==> config.mk <==
export PLATFORM = sky130hd
export DESIGN_NAME = pixel_chain_outline_tracer
export DESIGN_NICKNAME = d
export VERILOG_FILES = /design/src/sv/pcot_pkg.sv /design/src/sv/pcot_ctrl.sv /design/src/sv/pcot_datapath.sv /design/src/sv/pixel_chain_outline_tracer.sv
export SDC_FILE = /design/constraint.sdc
export NUM_CORES = 1
export LEC_CHECK = 0
export BUFFER_PORTS_ARGS = -buffer_cell sky130_fd_sc_hd__buf_2
export CAP_MARGIN = 20
export CORE_ASPECT_RATIO = 0.5
export CORE_MARGIN = 8
export CORE_UTILIZATION = 45
export DETAILED_ROUTE_END_ITERATION = 10
export PLACE_DENSITY = 0.71
export RECOVER_POWER = 25
export SLEW_MARGIN = 20
export SYNTH_ARGS = -nofsm -noshare
export SYNTH_HDL_FRONTEND = slang
export SYNTH_SLANG_ARGS = --single-unit
export TNS_END_PERCENT = 30
==> constraint.sdc <==
create_clock -name clk -period 15.2 [get_ports clk]
set_input_delay 1.52 -clock clk [delete_from_list [all_inputs] [get_ports clk]]
set_output_delay 1.52 -clock clk [all_outputs]
set_load 0.005 [all_outputs]
==> src/sv/pcot_pkg.sv <==
// Shared types and constants for the pixel chain outline tracer.
package pcot_pkg;

	// Default widths
	localparam int COORD_BITS_DEF = 16;
	localparam int GEO_BITS_DEF   = 40;

	// Configuration register indexes
	localparam logic [1:0] CFG_ORIGIN_LAT  = 2'd0;
	localparam logic [1:0] CFG_ORIGIN_LONG = 2'd1;
	localparam logic [1:0] CFG_STEP_SIZE   = 2'd2;

	// Step size after reset: 1.0 with 32 fraction bits
	localparam int STEP_RESET_SHIFT = 32;

	// Pixel corners in counter-clockwise order
	typedef enum logic [1:0] {
		CORNER_NW = 2'd0,
		CORNER_SW = 2'd1,
		CORNER_SE = 2'd2,
		CORNER_NE = 2'd3
	} corner_t;

	// Controller states
	typedef enum logic [1:0] {
		ST_IDLE   = 2'd0,
		ST_EVAL   = 2'd1,
		ST_STROKE = 2'd2
	} ctl_state_t;

	// Controller to datapath commands
	typedef struct packed {
		logic load_in;      // latch the incoming pixel
		logic emit_single;  // chain start or error: one result
		logic apply_move;   // commit a valid move and load stroke counts
		logic stroke;       // one edge step, one result
	} pcot_cmd_t;

	// Datapath to controller status
	typedef struct packed {
		logic started;      // a chain is open
		logic bad;          // latched pixel is not an 8-neighbor
		logic has_moves;    // the valid move produces at least one stroke
		logic out_free;     // output register can take a result this cycle
		logic last_stroke;  // the pending stroke is the final one
	} pcot_sts_t;

endpackage

==> src/sv/pcot_ctrl.sv <==
// Controller state machine for the outline tracer.
module pcot_ctrl (
	input  logic                clk,
	input  logic                arst_n,
	input  logic                in_valid,
	output logic                in_ready,
	input  pcot_pkg::pcot_sts_t sts,
	output pcot_pkg::pcot_cmd_t cmd
);
	import pcot_pkg::*;

	ctl_state_t state_q;
	ctl_state_t state_next;
	logic       single_case;

	assign single_case = !sts.started || sts.bad;

	// State register
	always_ff @(posedge clk or negedge arst_n) begin
		if (!arst_n) begin
			state_q <= ST_IDLE;
		end else begin
			state_q <= state_next;
		end
	end

	// Next state
	always_comb begin
		state_next = state_q;
		case (state_q)
			ST_IDLE: begin
				if (in_valid) state_next = ST_EVAL;
			end
			ST_EVAL: begin
				if (single_case) begin
					if (sts.out_free) state_next = ST_IDLE;
				end else if (sts.has_moves) begin
					state_next = ST_STROKE;
				end else begin
					state_next = ST_IDLE;
				end
			end
			ST_STROKE: begin
				if (sts.out_free && sts.last_stroke) state_next = ST_IDLE;
			end
			default: state_next = ST_IDLE;
		endcase
	end

	// Outputs
	always_comb begin
		in_ready = 1'b0;
		cmd      = '0;
		case (state_q)
			ST_IDLE: begin
				in_ready    = 1'b1;
				cmd.load_in = in_valid;
			end
			ST_EVAL: begin
				cmd.emit_single = single_case && sts.out_free;
				cmd.apply_move  = !single_case;
			end
			ST_STROKE: begin
				cmd.stroke = sts.out_free;
			end
			default: begin
				in_ready = 1'b0;
			end
		endcase
	end

endmodule

==> src/sv/pcot_datapath.sv <==
// Datapath of the outline tracer: chain state, step adder, output register.
module pcot_datapath #(
	parameter int COORD_BITS = pcot_pkg::COORD_BITS_DEF,
	parameter int GEO_BITS   = pcot_pkg::GEO_BITS_DEF
) (
	input  logic                       clk,
	input  logic                       arst_n,
	// Configuration
	input  logic                       cfg_we,
	input  logic [1:0]                 cfg_index,
	input  logic [GEO_BITS-1:0]        cfg_data,
	// Pixel in
	input  logic [COORD_BITS-1:0]      in_x,
	input  logic [COORD_BITS-1:0]      in_y,
	input  logic                       in_last,
	// Result out
	input  logic                       out_ready,
	output logic                       out_valid,
	output logic signed [GEO_BITS-1:0] out_lat,
	output logic signed [GEO_BITS-1:0] out_long,
	output logic                       out_last,
	output logic                       out_err,
	// Control
	input  pcot_pkg::pcot_cmd_t        cmd,
	output pcot_pkg::pcot_sts_t        sts
);
	import pcot_pkg::*;

	localparam int STEP_BITS = GEO_BITS - 1;

	// Configuration registers
	logic [GEO_BITS-1:0]  origin_lat_q, origin_long_q;
	logic [STEP_BITS-1:0] step_q;

	// Latched pixel
	logic [COORD_BITS-1:0] in_x_q, in_y_q;
	logic                  in_last_q;

	// Chain state
	logic [COORD_BITS-1:0] cur_x_q, cur_y_q, prev_x_q, prev_y_q;
	logic                  prev_valid_q, started_q;
	corner_t               corner_q, cp_q;
	logic [GEO_BITS-1:0]   cur_lat_q, cur_long_q;
	logic [2:0]            cnt1_q, total_q;

	// Output register
	logic                  out_valid_q, out_last_q, out_err_q;
	logic [GEO_BITS-1:0]   out_lat_q, out_long_q;

	// Neighbor classification
	logic [COORD_BITS:0] ix_w, iy_w, cx_w, cy_w;
	logic dx_zero, dx_pos, dx_neg, dy_zero, dy_pos, dy_neg;
	logic bad, diag, backtrack;
	corner_t target, cp_new;
	logic [1:0] t_minus_c, close_n;
	logic [2:0] n1, n2, total_new;

	// Stroke arithmetic
	logic [GEO_BITS-1:0] step_ext, lat_next, long_next;
	corner_t corner_inc, corner_after;

	logic out_free;

	assign ix_w = {1'b0, in_x_q};
	assign iy_w = {1'b0, in_y_q};
	assign cx_w = {1'b0, cur_x_q};
	assign cy_w = {1'b0, cur_y_q};

	// Offsets of the new pixel relative to the current one
	always_comb begin
		dx_zero = (ix_w == cx_w);
		dx_pos  = (ix_w == cx_w + (COORD_BITS+1)'(1));
		dx_neg  = (cx_w == ix_w + (COORD_BITS+1)'(1));
		dy_zero = (iy_w == cy_w);
		dy_pos  = (iy_w == cy_w + (COORD_BITS+1)'(1));
		dy_neg  = (cy_w == iy_w + (COORD_BITS+1)'(1));
		bad     = !(dx_zero || dx_pos || dx_neg) || !(dy_zero || dy_pos || dy_neg)
			|| (dx_zero && dy_zero);
		diag    = !dx_zero && !dy_zero;
		backtrack = prev_valid_q && (prev_x_q == in_x_q) && (prev_y_q == in_y_q);
	end

	// Corner touching the new pixel, stroke counts and re-expressed corner
	always_comb begin
		if (dx_neg && !dy_pos) begin
			target = CORNER_NW;
		end else if (dy_pos && !dx_pos) begin
			target = CORNER_SW;
		end else if (dx_pos && !dy_neg) begin
			target = CORNER_SE;
		end else begin
			target = CORNER_NE;
		end
		t_minus_c = 2'(target - corner_q);
		if (target == corner_q) begin
			n1 = backtrack ? 3'd4 : 3'd0;
		end else begin
			n1 = {1'b0, t_minus_c};
		end
		cp_new    = corner_t'(2'(target + (diag ? 2'd2 : 2'd3)));
		close_n   = 2'(2'd0 - cp_new);
		n2        = in_last_q ? {1'b0, close_n} : 3'd0;
		total_new = 3'(n1 + n2);
	end

	// One counter-clockwise edge step
	always_comb begin
		step_ext  = {1'b0, step_q};
		lat_next  = cur_lat_q;
		long_next = cur_long_q;
		case (corner_q)
			CORNER_NW: lat_next  = cur_lat_q + step_ext;
			CORNER_SW: long_next = cur_long_q + step_ext;
			CORNER_SE: lat_next  = cur_lat_q - step_ext;
			CORNER_NE: long_next = cur_long_q - step_ext;
			default:   lat_next  = cur_lat_q;
		endcase
		corner_inc   = corner_t'(2'(corner_q + 2'd1));
		corner_after = (cnt1_q == 3'd1) ? cp_q : corner_inc;
	end

	assign out_free = !out_valid_q || out_ready;

	// Configuration registers
	always_ff @(posedge clk or negedge arst_n) begin
		if (!arst_n) begin
			origin_lat_q  <= '0;
			origin_long_q <= '0;
			step_q        <= STEP_BITS'(1) << STEP_RESET_SHIFT;
		end else if (cfg_we) begin
			case (cfg_index)
				CFG_ORIGIN_LAT:  origin_lat_q  <= cfg_data;
				CFG_ORIGIN_LONG: origin_long_q <= cfg_data;
				CFG_STEP_SIZE:   step_q        <= cfg_data[STEP_BITS-1:0];
				default:         ;
			endcase
		end
	end

	// Pixel latch
	always_ff @(posedge clk) begin
		if (cmd.load_in) begin
			in_x_q    <= in_x;
			in_y_q    <= in_y;
			in_last_q <= in_last;
		end
	end

	// Chain state
	always_ff @(posedge clk or negedge arst_n) begin
		if (!arst_n) begin
			cur_x_q      <= '0;
			cur_y_q      <= '0;
			prev_x_q     <= '0;
			prev_y_q     <= '0;
			prev_valid_q <= 1'b0;
			started_q    <= 1'b0;
			corner_q     <= CORNER_NW;
			cp_q         <= CORNER_NW;
			cur_lat_q    <= '0;
			cur_long_q   <= '0;
			cnt1_q       <= '0;
			total_q      <= '0;
		end else if (cmd.emit_single) begin
			// chain start loads the origin; an error leaves all state alone
			if (!started_q) begin
				cur_x_q      <= in_x_q;
				cur_y_q      <= in_y_q;
				prev_valid_q <= 1'b0;
				corner_q     <= CORNER_NW;
				cur_lat_q    <= origin_lat_q;
				cur_long_q   <= origin_long_q;
				started_q    <= !in_last_q;
			end
		end else if (cmd.apply_move) begin
			prev_x_q     <= cur_x_q;
			prev_y_q     <= cur_y_q;
			cur_x_q      <= in_x_q;
			cur_y_q      <= in_y_q;
			prev_valid_q <= !in_last_q;
			started_q    <= !in_last_q;
			cp_q         <= cp_new;
			cnt1_q       <= n1;
			total_q      <= total_new;
			if (n1 == 3'd0) corner_q <= cp_new;
		end else if (cmd.stroke) begin
			cur_lat_q  <= lat_next;
			cur_long_q <= long_next;
			corner_q   <= corner_after;
			total_q    <= total_q - 3'd1;
			if (cnt1_q != 3'd0) cnt1_q <= cnt1_q - 3'd1;
		end
	end

	// Output register control
	always_ff @(posedge clk or negedge arst_n) begin
		if (!arst_n) begin
			out_valid_q <= 1'b0;
		end else if (cmd.emit_single || cmd.stroke) begin
			out_valid_q <= 1'b1;
		end else if (out_ready) begin
			out_valid_q <= 1'b0;
		end
	end

	// Output payload
	always_ff @(posedge clk) begin
		if (cmd.emit_single) begin
			out_lat_q  <= started_q ? cur_lat_q : origin_lat_q;
			out_long_q <= started_q ? cur_long_q : origin_long_q;
			out_last_q <= 1'b1;
			out_err_q  <= started_q;
		end else if (cmd.stroke) begin
			out_lat_q  <= lat_next;
			out_long_q <= long_next;
			out_last_q <= (total_q == 3'd1);
			out_err_q  <= 1'b0;
		end
	end

	assign out_valid = out_valid_q;
	assign out_lat   = out_lat_q;
	assign out_long  = out_long_q;
	assign out_last  = out_last_q;
	assign out_err   = out_err_q;

	assign sts.started     = started_q;
	assign sts.bad         = bad;
	assign sts.has_moves   = (total_new != 3'd0);
	assign sts.out_free    = out_free;
	assign sts.last_stroke = (total_q == 3'd1);

endmodule

==> src/sv/pixel_chain_outline_tracer.sv <==
// Top level of the pixel chain outline tracer.
// Takes an 8-connected chain of boundary pixels and emits the vertices of its
// outline walked counter-clockwise along pixel edges, with the first pixel of a
// chain placed at the origin registers and step_size per pixel edge. Each pixel
// is taken as a request, then its neighbor is classified, then it emits one vertex
// per edge step (0 to 7 of them) from the step adder, one vertex per cycle into
// the output register unless downstream stalls; a chain start or a non-adjacent
// pixel writes its one vertex during classification.
// The output register lets the next pixel be taken while the last vertex waits.
// The user must write configuration only between pixels; the block does not enforce it.
module pixel_chain_outline_tracer #(
	parameter int COORD_BITS = pcot_pkg::COORD_BITS_DEF,
	parameter int GEO_BITS   = pcot_pkg::GEO_BITS_DEF,
	localparam int IN_W  = ((2 * COORD_BITS + 7) / 8) * 8,
	localparam int OUT_W = ((2 * GEO_BITS + 7) / 8) * 8
) (
	input  logic                clk,
	input  logic                arst_n,
	// Configuration write channel
	input  logic                cfg_valid,
	output logic                cfg_ready,
	input  logic [1:0]          cfg_index,
	input  logic [GEO_BITS-1:0] cfg_data,
	// Pixel stream
	input  logic                s_axis_tvalid,
	output logic                s_axis_tready,
	input  logic [IN_W-1:0]     s_axis_tdata,   // pixel_x, pixel_y, zero pad
	input  logic                s_axis_tlast,   // chain_end
	// Vertex stream
	output logic                m_axis_tvalid,
	input  logic                m_axis_tready,
	output logic [OUT_W-1:0]    m_axis_tdata,   // vertex_lat, vertex_long, zero pad
	output logic                m_axis_tlast,   // run_last
	output logic                m_axis_tuser    // not_adjacent
);
	import pcot_pkg::*;

	pcot_cmd_t cmd;
	pcot_sts_t sts;
	logic signed [GEO_BITS-1:0] vertex_lat, vertex_long;

	assign cfg_ready = 1'b1;

	pcot_ctrl u_ctrl (
		.clk      (clk),
		.arst_n   (arst_n),
		.in_valid (s_axis_tvalid),
		.in_ready (s_axis_tready),
		.sts      (sts),
		.cmd      (cmd)
	);

	pcot_datapath #(
		.COORD_BITS (COORD_BITS),
		.GEO_BITS   (GEO_BITS)
	) u_dp (
		.clk       (clk),
		.arst_n    (arst_n),
		.cfg_we    (cfg_valid && cfg_ready),
		.cfg_index (cfg_index),
		.cfg_data  (cfg_data),
		.in_x      (s_axis_tdata[COORD_BITS-1:0]),
		.in_y      (s_axis_tdata[2*COORD_BITS-1:COORD_BITS]),
		.in_last   (s_axis_tlast),
		.out_ready (m_axis_tready),
		.out_valid (m_axis_tvalid),
		.out_lat   (vertex_lat),
		.out_long  (vertex_long),
		.out_last  (m_axis_tlast),
		.out_err   (m_axis_tuser),
		.cmd       (cmd),
		.sts       (sts)
	);

	// Pack the vertex, lowest field first
	always_comb begin
		m_axis_tdata                          = '0;
		m_axis_tdata[GEO_BITS-1:0]            = vertex_lat;
		m_axis_tdata[2*GEO_BITS-1:GEO_BITS]   = vertex_long;
	end

endmodule

==> summary.md, run 1 <==
| Metric | Value |
|---|---|
| Cell area power density | `218 nW/µm²` |
| Total via count after detailed routing | `18800` |
| Tmin final | `7.38 ns` |
| Vertical extent of the die | `180 µm` |
| Busiest layer in global routing | `met2` |
| HP Class | `flip-flop to flip-flop` |
| Number of DRC violations after detailed routing | `0` |
| Post-cts repair resize count | `0` |
| Yosys top cell area share | `28.7%` |
| Clock latency reported for the late side of the worst-skew pair | `around 0.58 ns` |
| Share of the clock period used by the worst path | `about half` |
| Count of mapped cells out of synthesis | `2319` |
| Unique masters post-synth | `90` |
| Port Buffer Count | `163` |
| # nets final | `between 2000 and 3000` |
| Library cell used as clock root buffer | `clkbuf_16` |
| Met2 Use GR | `between 30% and 40%` |
| Setup repair after global routing missed its margin | `false` |
| Site row count | `60` |
| Net count of the mapped netlist | `approximately 2500` |
| Worst Path Arrival | `7.98 ns` |
| Worst slew pin tran | `6.41 ns` |
| Largest net degree at the start of global routing | `111` |
| Number of search-and-repair iterations in the first detailed-routing pass | `5` |
| Number of cell instances on the worst register-to-register path | `17` |
| Boundary pin count | `165` |
| Number of buffers on the longest clock path | `3` |
| Max Fanout on Critical Path | `110` |
| Cell chain of the critical path | `clkbuf_1, buf_4, buf_4` |
| Sequential-to-total area share from yosys stat | `43.1%` |
| Antenna diode count | `0` |
| Routability congestion estimate | `around 0.89` |
| Dominant delay contributor by cell family on the critical path | `buffers and inverters` |
| Maximum level of the CTS H-tree | `2` |
| Count of endpoints failing setup in the final report | `0` |
| Max Freq | `roughly 0.14 GHz` |
| Area of the core | `approximately 53000 µm²` |
| Number of synthesized register bits | `393` |
| Clk sinks | `393` |
| Final wirelength | `66800 µm` |
| Antenna violations before repair | `0` |
| Post-synthesis to final-layout area growth | `11.0%` |
| Most used flip-flop cell after synthesis | `dfrtp_1` |
| Worst path bufs/invs | `3` |
| DIE WIDTH | `343 µm` |
| Required @ worst endpoint | `15.80 ns` |
| Number of hold-repair buffers added at the cts stage | `0` |
| Violated checks | `capacitance limit, slew limit` |
| Top post-synthesis cells by area | `dfrtp_1, edfxtp_1, mux2_2, xnor2_1, ha_1` |
| Number of global-route vias before repair | `18600` |
| Slowest cell on crit path | `clkbuf_1` |
| Overflow left after global routing | `0` |
| Worst clock skew on the final layout | `0.0243 ns` |
| CP dominant cell by count | `buf_4` |
| Setup TNS after final layout | `0 ns` |
| Violation count after the first detailed-routing iteration | `~1500` |
| Proportion of register bits with asynchronous set or reset after synthesis | `between 70% and 80%` |
| Max-slew violation count | `270` |
| Kind of end point of the critical path | `asynchronous set/reset pin` |
| Final standard cell utilization of the core | `50.1%` |
| Die area | `61700 µm²` |
| Leakage dissipation | `11.1 nW` |
| Largest incremental delay on the critical path | `4.38 ns` |
| Routed length per instance | `21.2 µm` |
| Initial core utilization | `45.2%` |
| Number of enable-type register cells in the synthesized netlist | `114` |
| Post-Layout Cell Count | `3152` |
| Clk pin slew, worst setup/hold paths | `~0.07 ns` |
| Worst rel slew slack | `-327%` |
| First-pass GRT wire length | `105000 µm` |
| VDD IR-drop max | `about 0.10 mV` |
| Count of buffers added by post-CTS timing repair for setup | `0` |
| Global routing usage on met1 | `26.8%` |
| Most frequent standard cell in the layout excluding fill and tap cells | `dfrtp_1` |
| Outcome | `finished with violations` |
| Cell depth of the worst min-delay path | `2` |
| Total instance count after detailed placement | `3082` |
| Highest-count cells in the layout ignoring fill and taps | `dfrtp_1, mux2_2, nor2_1, a21oi_1, buf_2` |
| Syn Std Cell Area | `around 24000 µm²` |
| Crit path launch type | `input port` |
| Warning count from the yosys run | `0` |
| Final Hold Violating Endpoints | `0` |
| Half-perimeter wire length of the detailed placement result | `47600 µm` |
| Share of cells above drive strength 1 | `18.8%` |
| Met3 Resource Use GR | `2.79%` |
| Global Route Usage Sum | `21.1%` |
| CTS buffer count | `38` |
| Post-detailed-route via-to-cell ratio | `5.95` |
| Max-cap check violation count | `5` |
| Largest area contributor in the synthesized netlist | `dfrtp_1` |
| Critical path depth in cells | `3` |
| Residual antenna-violating net count after detailed routing | `0` |
| CTS tree | `yes` |
| Average cell area after synthesis | `approximately 10 µm²` |
| Setup Crit Path Kind | `input port to asynchronous set/reset pin` |
[worst paths after layout]
path / from / to / slack, ns
setup / recovery: arst_n / u_dp.origin_long_q[33] / 7.82
hold reg to reg: u_dp.out_last / u_dp.out_last / 0.49
max in group clk: u_dp.step_q[0] / u_dp.out_lat[39] / 8.81
hold / removal: u_dp.out_last / u_dp.out_last / 0.49
setup reg to reg: u_dp.step_q[0] / u_dp.out_lat[39] / 8.81
min in group asynchronous: arst_n / u_dp.cur_lat_q[4] / 3.33
[cells by family after synthesis]
logic type | after synthesis | share of synthesized area, %
AO/OA/AOI/OAI | 653 | 18.8
XOR/XNOR | 232 | 8.42
adder cells (fa/ha/maj) | 98 | 5.18
buffers and inverters | 198 | 3.41
flip-flops | 393 | 43.1
multiplexers | 195 | 9.02
other | 1 | 0.0155
AND/OR/NAND/NOR | 549 | 12.0
[synth_stat cells (39+ instances only)]
cell type,number
a21o_1,39
a21oi_1,165
clkbuf_1,81
dfrtp_1,277
edfxtp_1,114
ha_1,95
inv_1,60
mux2_2,179
nand2_1,90
nand3_1,39
nor2_1,167
o21a_1,88
o21ai_0,74
o22a_1,92
xnor2_1,141
xor2_1,91
[state kept, by name, indices dropped and copies added (netlist names), 2 cells and up]
name and count:
u_dp.prev_y_q 16, u_dp.cnt1_q 3, u_dp.corner_q 2, u_dp.origin_long_q 40, u_dp.prev_x_q 16, u_ctrl.state_q 2, u_dp.cur_lat_q 40, u_dp.cur_long_q 40
u_dp.in_x_q 16, u_dp.cur_x_q 16, u_dp.in_y_q 16, u_dp.cur_y_q 16, u_dp.out_long 40, u_dp.out_lat 40, u_dp.total_q 3, u_dp.cp_q 2
u_dp.step_q 39, u_dp.origin_lat_q 40
[metal layers]
layer	wire, µm	share of wire (%)	up-vias
li1	-	-	8839
met2	33400	50	471
met1	28800	43	9336
met3	2460	3.7	121
met4	2130	3.2	0
met5	0	0	-
[area by class of cell]
cell class	instances	area (µm²)
clock inverter	22	285
timing repair buffer	187	988
clock buffer	48	1040
multi-input combinational	1728	12900
fill	4794	26600
inverter	61	231
sequential	393	10400
tap	713	892
[stage by stage]
stage	area (µm²)	hold slack, ns	setup WS, ns	power [W]
2_1_floorplan	24100	0.460	9.89	0.00400
3_3_place_gp	25500	0.471	9.15	0.00475
3_5_place_dp	25500	0.488	8.93	0.00479
4_1_cts	26800	0.497	8.91	0.00585
5_1_grt	26800	0.511	6.49	0.00626
6_report	26800	0.494	7.82	0.00584
[power breakdown]
part	switching (W)	internal (W)	leakage, nW
logic	0.00177	0.00138	5.97
registers	0.000214	0.00145	4.52
clock network	0.000446	0.000579	0.654
total	0.00243	0.00341	11.1
[worst reg2reg max path: cells and delay by family, from the launching register on]
family	cells	cell delay [ns]
xor+xnor	1	0.16
buf+inv	1	0.08
simple gates	7	3.20
flops	1	0.44
compound gates	5	1.36
mux	1	0.33
fa+ha+maj	2	0.55
(Power assumes the default switching activity.)
==> run 2, diff against run 1 <==
Clock period 15.2 ns to 7.6 ns, I/O delays scaled along.
==> summary.md, run 2 (same netlist as run 1, synthesis figures left out) <==
| Metric | Value |
|---|---|
| Share of total power consumed by net switching | `41.7% (was 41.6%)` |
| Maximum level of the CTS H-tree | `2 (unchanged)` |
| CTS tree | `yes (unchanged)` |
| Combinational share of power | `53.9% (about the same)` |
| Share of cells above drive strength 1 | `18.8% (about the same)` |
| DIE WIDTH | `343 µm (unchanged)` |
| Post-cts repair resize count | `0 (unchanged)` |
| Number of global-route vias before repair | `18800 (was 18600)` |
| Residual antenna-violating net count after detailed routing | `0 (unchanged)` |
| Highest-count cells in the layout ignoring fill and taps | `dfrtp_1, mux2_2, nor2_1, a21oi_1, buf_2 (unchanged)` |
| Global Route Usage Sum | `21.2% (was 21.1%)` |
| First-pass GRT wire length | `106000 µm (was 105000 µm)` |
| Clock latency reported for the late side of the worst-skew pair | `0.58 ns (about the same)` |
| Crit path launch type | `flip-flop (was input port)` |
| Initial core utilization | `45.2% (unchanged)` |
| Tmin final | `6.44 ns` |
| Count of buffers added by post-CTS timing repair for setup | `0 (unchanged)` |
| Die area | `61700 µm² (unchanged)` |
| Antenna violations before repair | `0 (unchanged)` |
| Max Fanout on Critical Path | `9 (was 110)` |
| Number of buffers on the longest clock path | `3 (unchanged)` |
| Final worst hold slack | `0.366 ns (was 0.494 ns)` |
| Violated checks | `capacitance limit, slew limit (unchanged)` |
| Routability congestion estimate | `0.893 (about the same)` |
| Crit Reg-Reg Startpoint | `u_dp.step_q[0] (unchanged)` |
| Share of power burned in registers | `28.4% (was 28.5%)` |
| HP Class | `input port to flip-flop (was flip-flop to flip-flop)` |
| Fillcell total | `4922 (was 4794)` |
| VDD IR-drop max | `0.193 mV (was 0.100 mV)` |
| Int Power | `0.00682 W (was 0.00341 W)` |
| Slack of the worst reg-to-reg path | `1.16 ns (was 8.81 ns)` |
| Violation count after the first detailed-routing iteration | `1362 (was 1504)` |
| Count of endpoints failing setup in the final report | `0 (unchanged)` |
| Sequential Area | `10400 µm² (unchanged)` |
| Placed Instance Area | `25500 µm² (about the same)` |
| Site row count | `60 (unchanged)` |
| Vertical extent of the die | `180 µm (unchanged)` |
| Share of the clock period used by the worst path | `84.8%` |
| Routed length per instance | `21.2 µm (about the same)` |
| Boundary pin count | `165 (unchanged)` |
| Setup TNS after final layout | `0 ns (unchanged)` |
| Number of search-and-repair iterations in the first detailed-routing pass | `6 (was 5)` |
| Half-perimeter wire length of the detailed placement result | `48600 µm (was 47600 µm)` |
| Post-Layout Cell Count | `3157 (was 3152)` |
| Clk sinks | `393 (unchanged)` |
| Kind of end point of the critical path | `flip-flop (was asynchronous set/reset pin)` |
| Total via count after detailed routing | `18700 (was 18800)` |
| Overflow left after global routing | `0 (unchanged)` |
| Setup Crit Path Kind | `flip-flop to flip-flop (was input port to asynchronous set/reset pin)` |
| Non-Filler Cell Area, Final | `26800 µm² (about the same)` |
| Area of the core | `53400 µm² (unchanged)` |
| Max Freq | `between 0.15 and 0.2 GHz` |
| Final wirelength | `67000 µm (was 66800 µm)` |
| Multi-input gate area | `12900 µm² (about the same)` |
| Hold path startpoint | `s_axis_tdata[14] (was u_dp.out_last)` |
| # nets final | `2590 (was 2587)` |
| Most frequent standard cell in the layout excluding fill and tap cells | `dfrtp_1 (unchanged)` |
| Cell area power density | `437 nW/µm² (was 218 nW/µm²)` |
| CP Launch Point | `u_dp.step_q[0] (was arst_n)` |
| Worst clock skew on the final layout | `0.0294 ns (was 0.0243 ns)` |
| Antenna diode count | `0 (unchanged)` |
| Worst slew pin tran | `5.39 ns (was 6.41 ns)` |
| Outcome | `finished with violations (unchanged)` |
| Share of power burned in the clock network | `17.6% (about the same)` |
| Required @ worst endpoint | `7.91 ns (was 15.80 ns)` |
| Largest net degree at the start of global routing | `113 (was 111)` |
| Final Hold Violating Endpoints | `0 (unchanged)` |
| Leakage dissipation | `11.2 nW (was 11.1 nW)` |
| Clk pin slew, worst setup/hold paths | `0.07 ns (about the same)` |
| CTS buffer count | `40 (was 38)` |
| Port Buffer Count | `163 (unchanged)` |
| Worst Path Arrival | `6.75 ns (was 7.98 ns)` |
| Max-slew violation count | `237 (was 270)` |
| Total instance count after detailed placement | `3083 (was 3082)` |
| Library cell used as clock root buffer | `clkbuf_16 (unchanged)` |
| Max-cap check violation count | `4 (was 5)` |
| Net Switching | `0.00488 W (was 0.00243 W)` |
| Post-detailed-route via-to-cell ratio | `5.92 (was 5.95)` |
| Worst rel slew slack | `-260% (was -327%)` |
| Number of DRC violations after detailed routing | `0 (unchanged)` |
| Number of hold-repair buffers added at the cts stage | `0 (unchanged)` |
| Post-synthesis to final-layout area growth | `11.1% (was 11.0%)` |
| Setup repair after global routing missed its margin | `false (unchanged)` |
run 2: layer usage:
layer	track usage (%)	vias to the layer above	wire length [µm]
met1	26.5	9273	28300
met2	37.5	459	33600
li1	-	8838	-
met4	7.06	0	2270
met5	0	-	0
met3	3.02	123	2850
run 2: layout make-up:
| class | count | share of cell area, % |
|---|---|---|
| Tap cell | 713 | 3.33 |
| Inverter | 61 | 0.864 |
| Sequential cell | 393 | 38.8 |
| Multi-Input combinational cell | 1728 | 48.2 |
| Timing Repair Buffer | 188 | 3.74 |
| Clock inverter | 24 | 0.910 |
| Clock buffer | 50 | 4.11 |
run 2: worst max-delay path: stages (launching register included):
cell	delay, ns
dfrtp_1	0.45
inv_1	0.09
ha_1	0.19
nor3b_1	0.58
nand4_1	0.35
nor3_1	0.53
nand2_1	0.24
or4_1	0.60
nor4_2	0.68
a21oi_1	0.18
xnor2_1	0.16
ha_1	0.38
a21o_1	0.22
o41ai_1	0.58
o21ai_0	0.23
mux2_2	0.32
nor4_1	0.28
a211oi_1	0.10
run 2: path summary, 6_finish.rpt:
kind	endpoint	cells past startpoint
max	u_dp.out_lat[39]	17
min	u_dp.in_x_q[14]	1
max reg2reg	u_dp.out_lat[39]	17
min reg2reg	u_dp.cur_lat_q[0]	1
max in group asynchronous	u_dp.cur_x_q[10]	1
min in group asynchronous	u_dp.cur_lat_q[9]	1
run 2: power groups by stage:
| stage | Clock, W | Combinational (W) | Sequential, W |
|---|---|---|---|
| 6_report | 0.00206 | 0.00631 | 0.00333 |
| 5_1_grt | 0.00218 | 0.00699 | 0.00339 |
| 4_1_cts | 0.00211 | 0.00630 | 0.00332 |
| 3_5_place_dp | 0 | 0.00626 | 0.00336 |
| 3_3_place_gp | 0 | 0.00617 | 0.00335 |
| 2_1_floorplan | 0 | 0.00476 | 0.00323 |
run 2: per-stage QoR:
step | power [W] | setup WS (ns) | util, %
floorplan | 0.00799 | 2.29 | -
global placement | 0.00951 | 1.53 | 47.7
detailed placement | 0.00962 | 1.32 | 47.7
CTS | 0.0117 | 1.29 | 50.2
global route | 0.0126 | 0.685 | 50.2
finish | 0.0117 | 1.16 | 50.2
==> run 3, diff against run 2 <==
Settings changed: PLACE_DENSITY 0.71 to 0.74.
Clock period 7.6 ns to 5.5 ns, I/O delays scaled along.
==> summary.md, run 3 (same netlist as run 1, synthesis figures left out) <==
| Metric | Value |
|---|---|
| VDD IR-drop max | `0.260 mV (was 0.193 mV)` |
| Highest-count cells in the layout ignoring fill and taps | `dfrtp_1, mux2_2, nor2_1, a21oi_1, buf_2 (unchanged)` |
| Busiest layer in global routing | `met2 (unchanged)` |
| Die area | `61700 µm² (unchanged)` |
| First-pass GRT wire length | `106000 µm (about the same)` |
| Share of the clock period used by the worst path | `94.5% (was 84.8%)` |
| Slowest cell on crit path | `or4_1 (was nor4_2)` |
| Cell depth of the worst min-delay path | `1 (unchanged)` |
| Total via count after detailed routing | `18800 (was 18700)` |
| Number of DRC violations after detailed routing | `0 (unchanged)` |
| Met2 Use GR | `36.7% (was 37.5%)` |
| Count of endpoints failing setup in the final report | `0 (unchanged)` |
| Worst slew pin tran | `2.66 ns (was 5.39 ns)` |
| Required @ worst endpoint | `5.89 ns (was 7.91 ns)` |
| Antenna diode count | `0 (unchanged)` |
| Most frequent standard cell in the layout excluding fill and tap cells | `dfrtp_1 (unchanged)` |
| Area of the core | `53400 µm² (unchanged)` |
| Final Hold Violating Endpoints | `0 (unchanged)` |
| Met3 Resource Use GR | `2.80% (was 3.02%)` |
| Global routing usage on met1 | `27.2% (was 26.5%)` |
| Routability congestion estimate | `0.927 (was 0.893)` |
| Overflow left after global routing | `0 (unchanged)` |
| Clock latency reported for the late side of the worst-skew pair | `0.56 ns (was 0.58 ns)` |
| Global Route Usage Sum | `21.2% (about the same)` |
| Number of search-and-repair iterations in the first detailed-routing pass | `6 (unchanged)` |
| Worst clock skew on the final layout | `0.0236 ns (was 0.0294 ns)` |
| Max Fanout on Critical Path | `6 (was 9)` |
| Antenna violations before repair | `0 (unchanged)` |
| Port Buffer Count | `163 (unchanged)` |
| Non-Filler Cell Area, Final | `26900 µm² (was 26800 µm²)` |
| Cell area power density | `598 nW/µm² (was 437 nW/µm²)` |
| Violated checks | `capacitance limit, slew limit (unchanged)` |
| Setup Crit Path Kind | `flip-flop to flip-flop (unchanged)` |
| Number of cell instances on the worst register-to-register path | `17 (unchanged)` |
| Number of global-route vias before repair | `18800 (about the same)` |
| Cell chain of the critical path | `or3_1, or4_1, nor3_2, nand2_1, or4_1, nor3_1, nor2_1, xnor2_1, ha_1, a221o_1, nor4_1, a21oi_1, o41ai_2, o21ai_0, mux2_2, o21a_1, a211oi_1 (was inv_1, ha_1, nor3b_1, nand4_1, nor3_1, nand2_1, or4_1, nor4_2, a21oi_1, xnor2_1, ha_1, a21o_1, o41ai_1, o21ai_0, mux2_2, nor4_1, a211oi_1)` |
| Residual antenna-violating net count after detailed routing | `0 (unchanged)` |
| Maximum level of the CTS H-tree | `2 (unchanged)` |
| Library cell used as clock root buffer | `clkbuf_16 (unchanged)` |
| Post-detailed-route via-to-cell ratio | `5.92 (about the same)` |
| Max-slew violation count | `229 (was 237)` |
| Boundary pin count | `165 (unchanged)` |
| Kind of end point of the critical path | `flip-flop (unchanged)` |
| Half-perimeter wire length of the detailed placement result | `48800 µm (was 48600 µm)` |
| CTS tree | `yes (unchanged)` |
| Crit path launch type | `flip-flop (unchanged)` |
| Max Freq | `0.192 GHz (was 0.155 GHz)` |
| Worst flop-to-flop path endpoint | `u_dp.out_lat[39] (unchanged)` |
| Worst rel slew slack | `-77.4% (was -260%)` |
| Placed Instance Area | `25600 µm² (was 25500 µm²)` |
| Site row count | `60 (unchanged)` |
| CP dominant cell by count | `or4_1 (was ha_1)` |
| # nets final | `2610 (was 2590)` |
| CP Launch Point | `u_dp.step_q[11] (was u_dp.step_q[0])` |
| Hold path startpoint | `s_axis_tdata[31] (was s_axis_tdata[14])` |
| Crit Reg-Reg Startpoint | `u_dp.step_q[11] (was u_dp.step_q[0])` |
| Final worst hold slack | `0.174 ns (was 0.366 ns)` |
| CTS buffer count | `39 (was 40)` |
| Vertical extent of the die | `180 µm (unchanged)` |
| Total power | `0.0161 W (was 0.0117 W)` |
| Clk sinks | `393 (unchanged)` |
| Tmin final | `5.20 ns (was 6.44 ns)` |
| HP Class | `input port to flip-flop (unchanged)` |
| Max-cap check violation count | `5 (was 4)` |
| Largest net degree at the start of global routing | `109 (was 113)` |
| Worst Path Arrival | `5.58 ns (was 6.75 ns)` |
| Setup repair after global routing missed its margin | `true (was false)` |
| Final standard cell utilization of the core | `50.5% (was 50.2%)` |
| Outcome | `finished with violations (unchanged)` |
| Final wirelength | `66700 µm (was 67000 µm)` |
| Leakage dissipation | `11.2 nW (about the same)` |
| Clk pin slew, worst setup/hold paths | `0.06 ns (was 0.07 ns)` |
| Routed length per instance | `21.0 µm (was 21.2 µm)` |
| Share of cells above drive strength 1 | `19.7% (was 18.8%)` |
| Fillcell total | `4772 (was 4922)` |
| Endpoint, Worst Hold | `u_dp.in_y_q[15] (was u_dp.in_x_q[14])` |
| DIE WIDTH | `343 µm (unchanged)` |
| Number of buffers on the longest clock path | `3 (unchanged)` |
| Largest incremental delay on the critical path | `0.58 ns (was 0.68 ns)` |
| Slack of the worst reg-to-reg path | `0.30 ns (was 1.16 ns)` |
| Initial core utilization | `45.2% (unchanged)` |
| Post-synthesis to final-layout area growth | `11.7% (was 11.1%)` |
| Violation count after the first detailed-routing iteration | `1339 (was 1362)` |
-- run 3: metal layers --
layer  vias up  wire length [µm]
met3       136              3030
met1      9302             28400
met5         -                 0
met2       501             33000
li1       8863                 -
met4         0              2330
-- run 3: worst max-delay path: cells and delay by family (launching register included) --
kind / cells / cell delay, ns
multiplexers: 1 / 0.31
adder cells (fa/ha/maj): 1 / 0.35
XOR/XNOR: 1 / 0.13
flip-flops: 1 / 0.44
AND/OR/NAND/NOR: 8 / 2.28
AO/OA/AOI/OAI: 6 / 1.52
-- run 3: power by group --
part	internal [W]	leakage (nW)	switching (W)	total, W
clock	0.00152	0.617	0.00119	0.00271
combinational	0.00389	6.10	0.00492	0.00882
sequential	0.00401	4.52	0.000579	0.00458
total	0.00942	11.2	0.00669	0.0161
-- run 3: worst max path at each step --
| stage | slack [ns] | end |
|---|---|---|
| floorplan | 0.19 | u_dp.out_lat[39] |
| global placement | 0.07 | u_dp.out_lat[39] |
| detailed placement | -0.04 | u_dp.out_lat[39] |
| CTS | 0.17 | u_dp.out_lat[39] |
| global route | -0.01 | u_dp.out_lat[39] |
| finish | 0.30 | u_dp.out_lat[39] |
-- run 3: layout make-up --
type	count	area, µm²	area share [%]
Clock buffer	49	1070	3.96
Tap cell	713	892	3.31
Sequential cell	393	10400	38.6
Multi-Input combinational cell	1728	13000	48.1
Inverter	61	231	0.859
Clock inverter	23	203	0.753
Timing Repair Buffer	209	1170	4.36
-- run 3: per-stage QoR --
step,setup WS (ns),instances,setup TNS (ns)
after floorplan,0.194,2319,0
after global placement,0.0700,3103,0
after detailed placement,-0.0424,3103,-0.0424
after CTS,0.171,3175,0
after global routing,-0.0108,3176,-0.0108
final,0.302,3176,0
-- run 3: timing repair --
item | 4_1_cts | 5_1_grt
setup endpoints to repair | 1 | 6
resized for setup | 1 | 7
hold buffers | 0 | 0
endpoints found under the hold margin | 0 | 0
buffers inserted | 0 | 1
pin swaps | 0 | 2
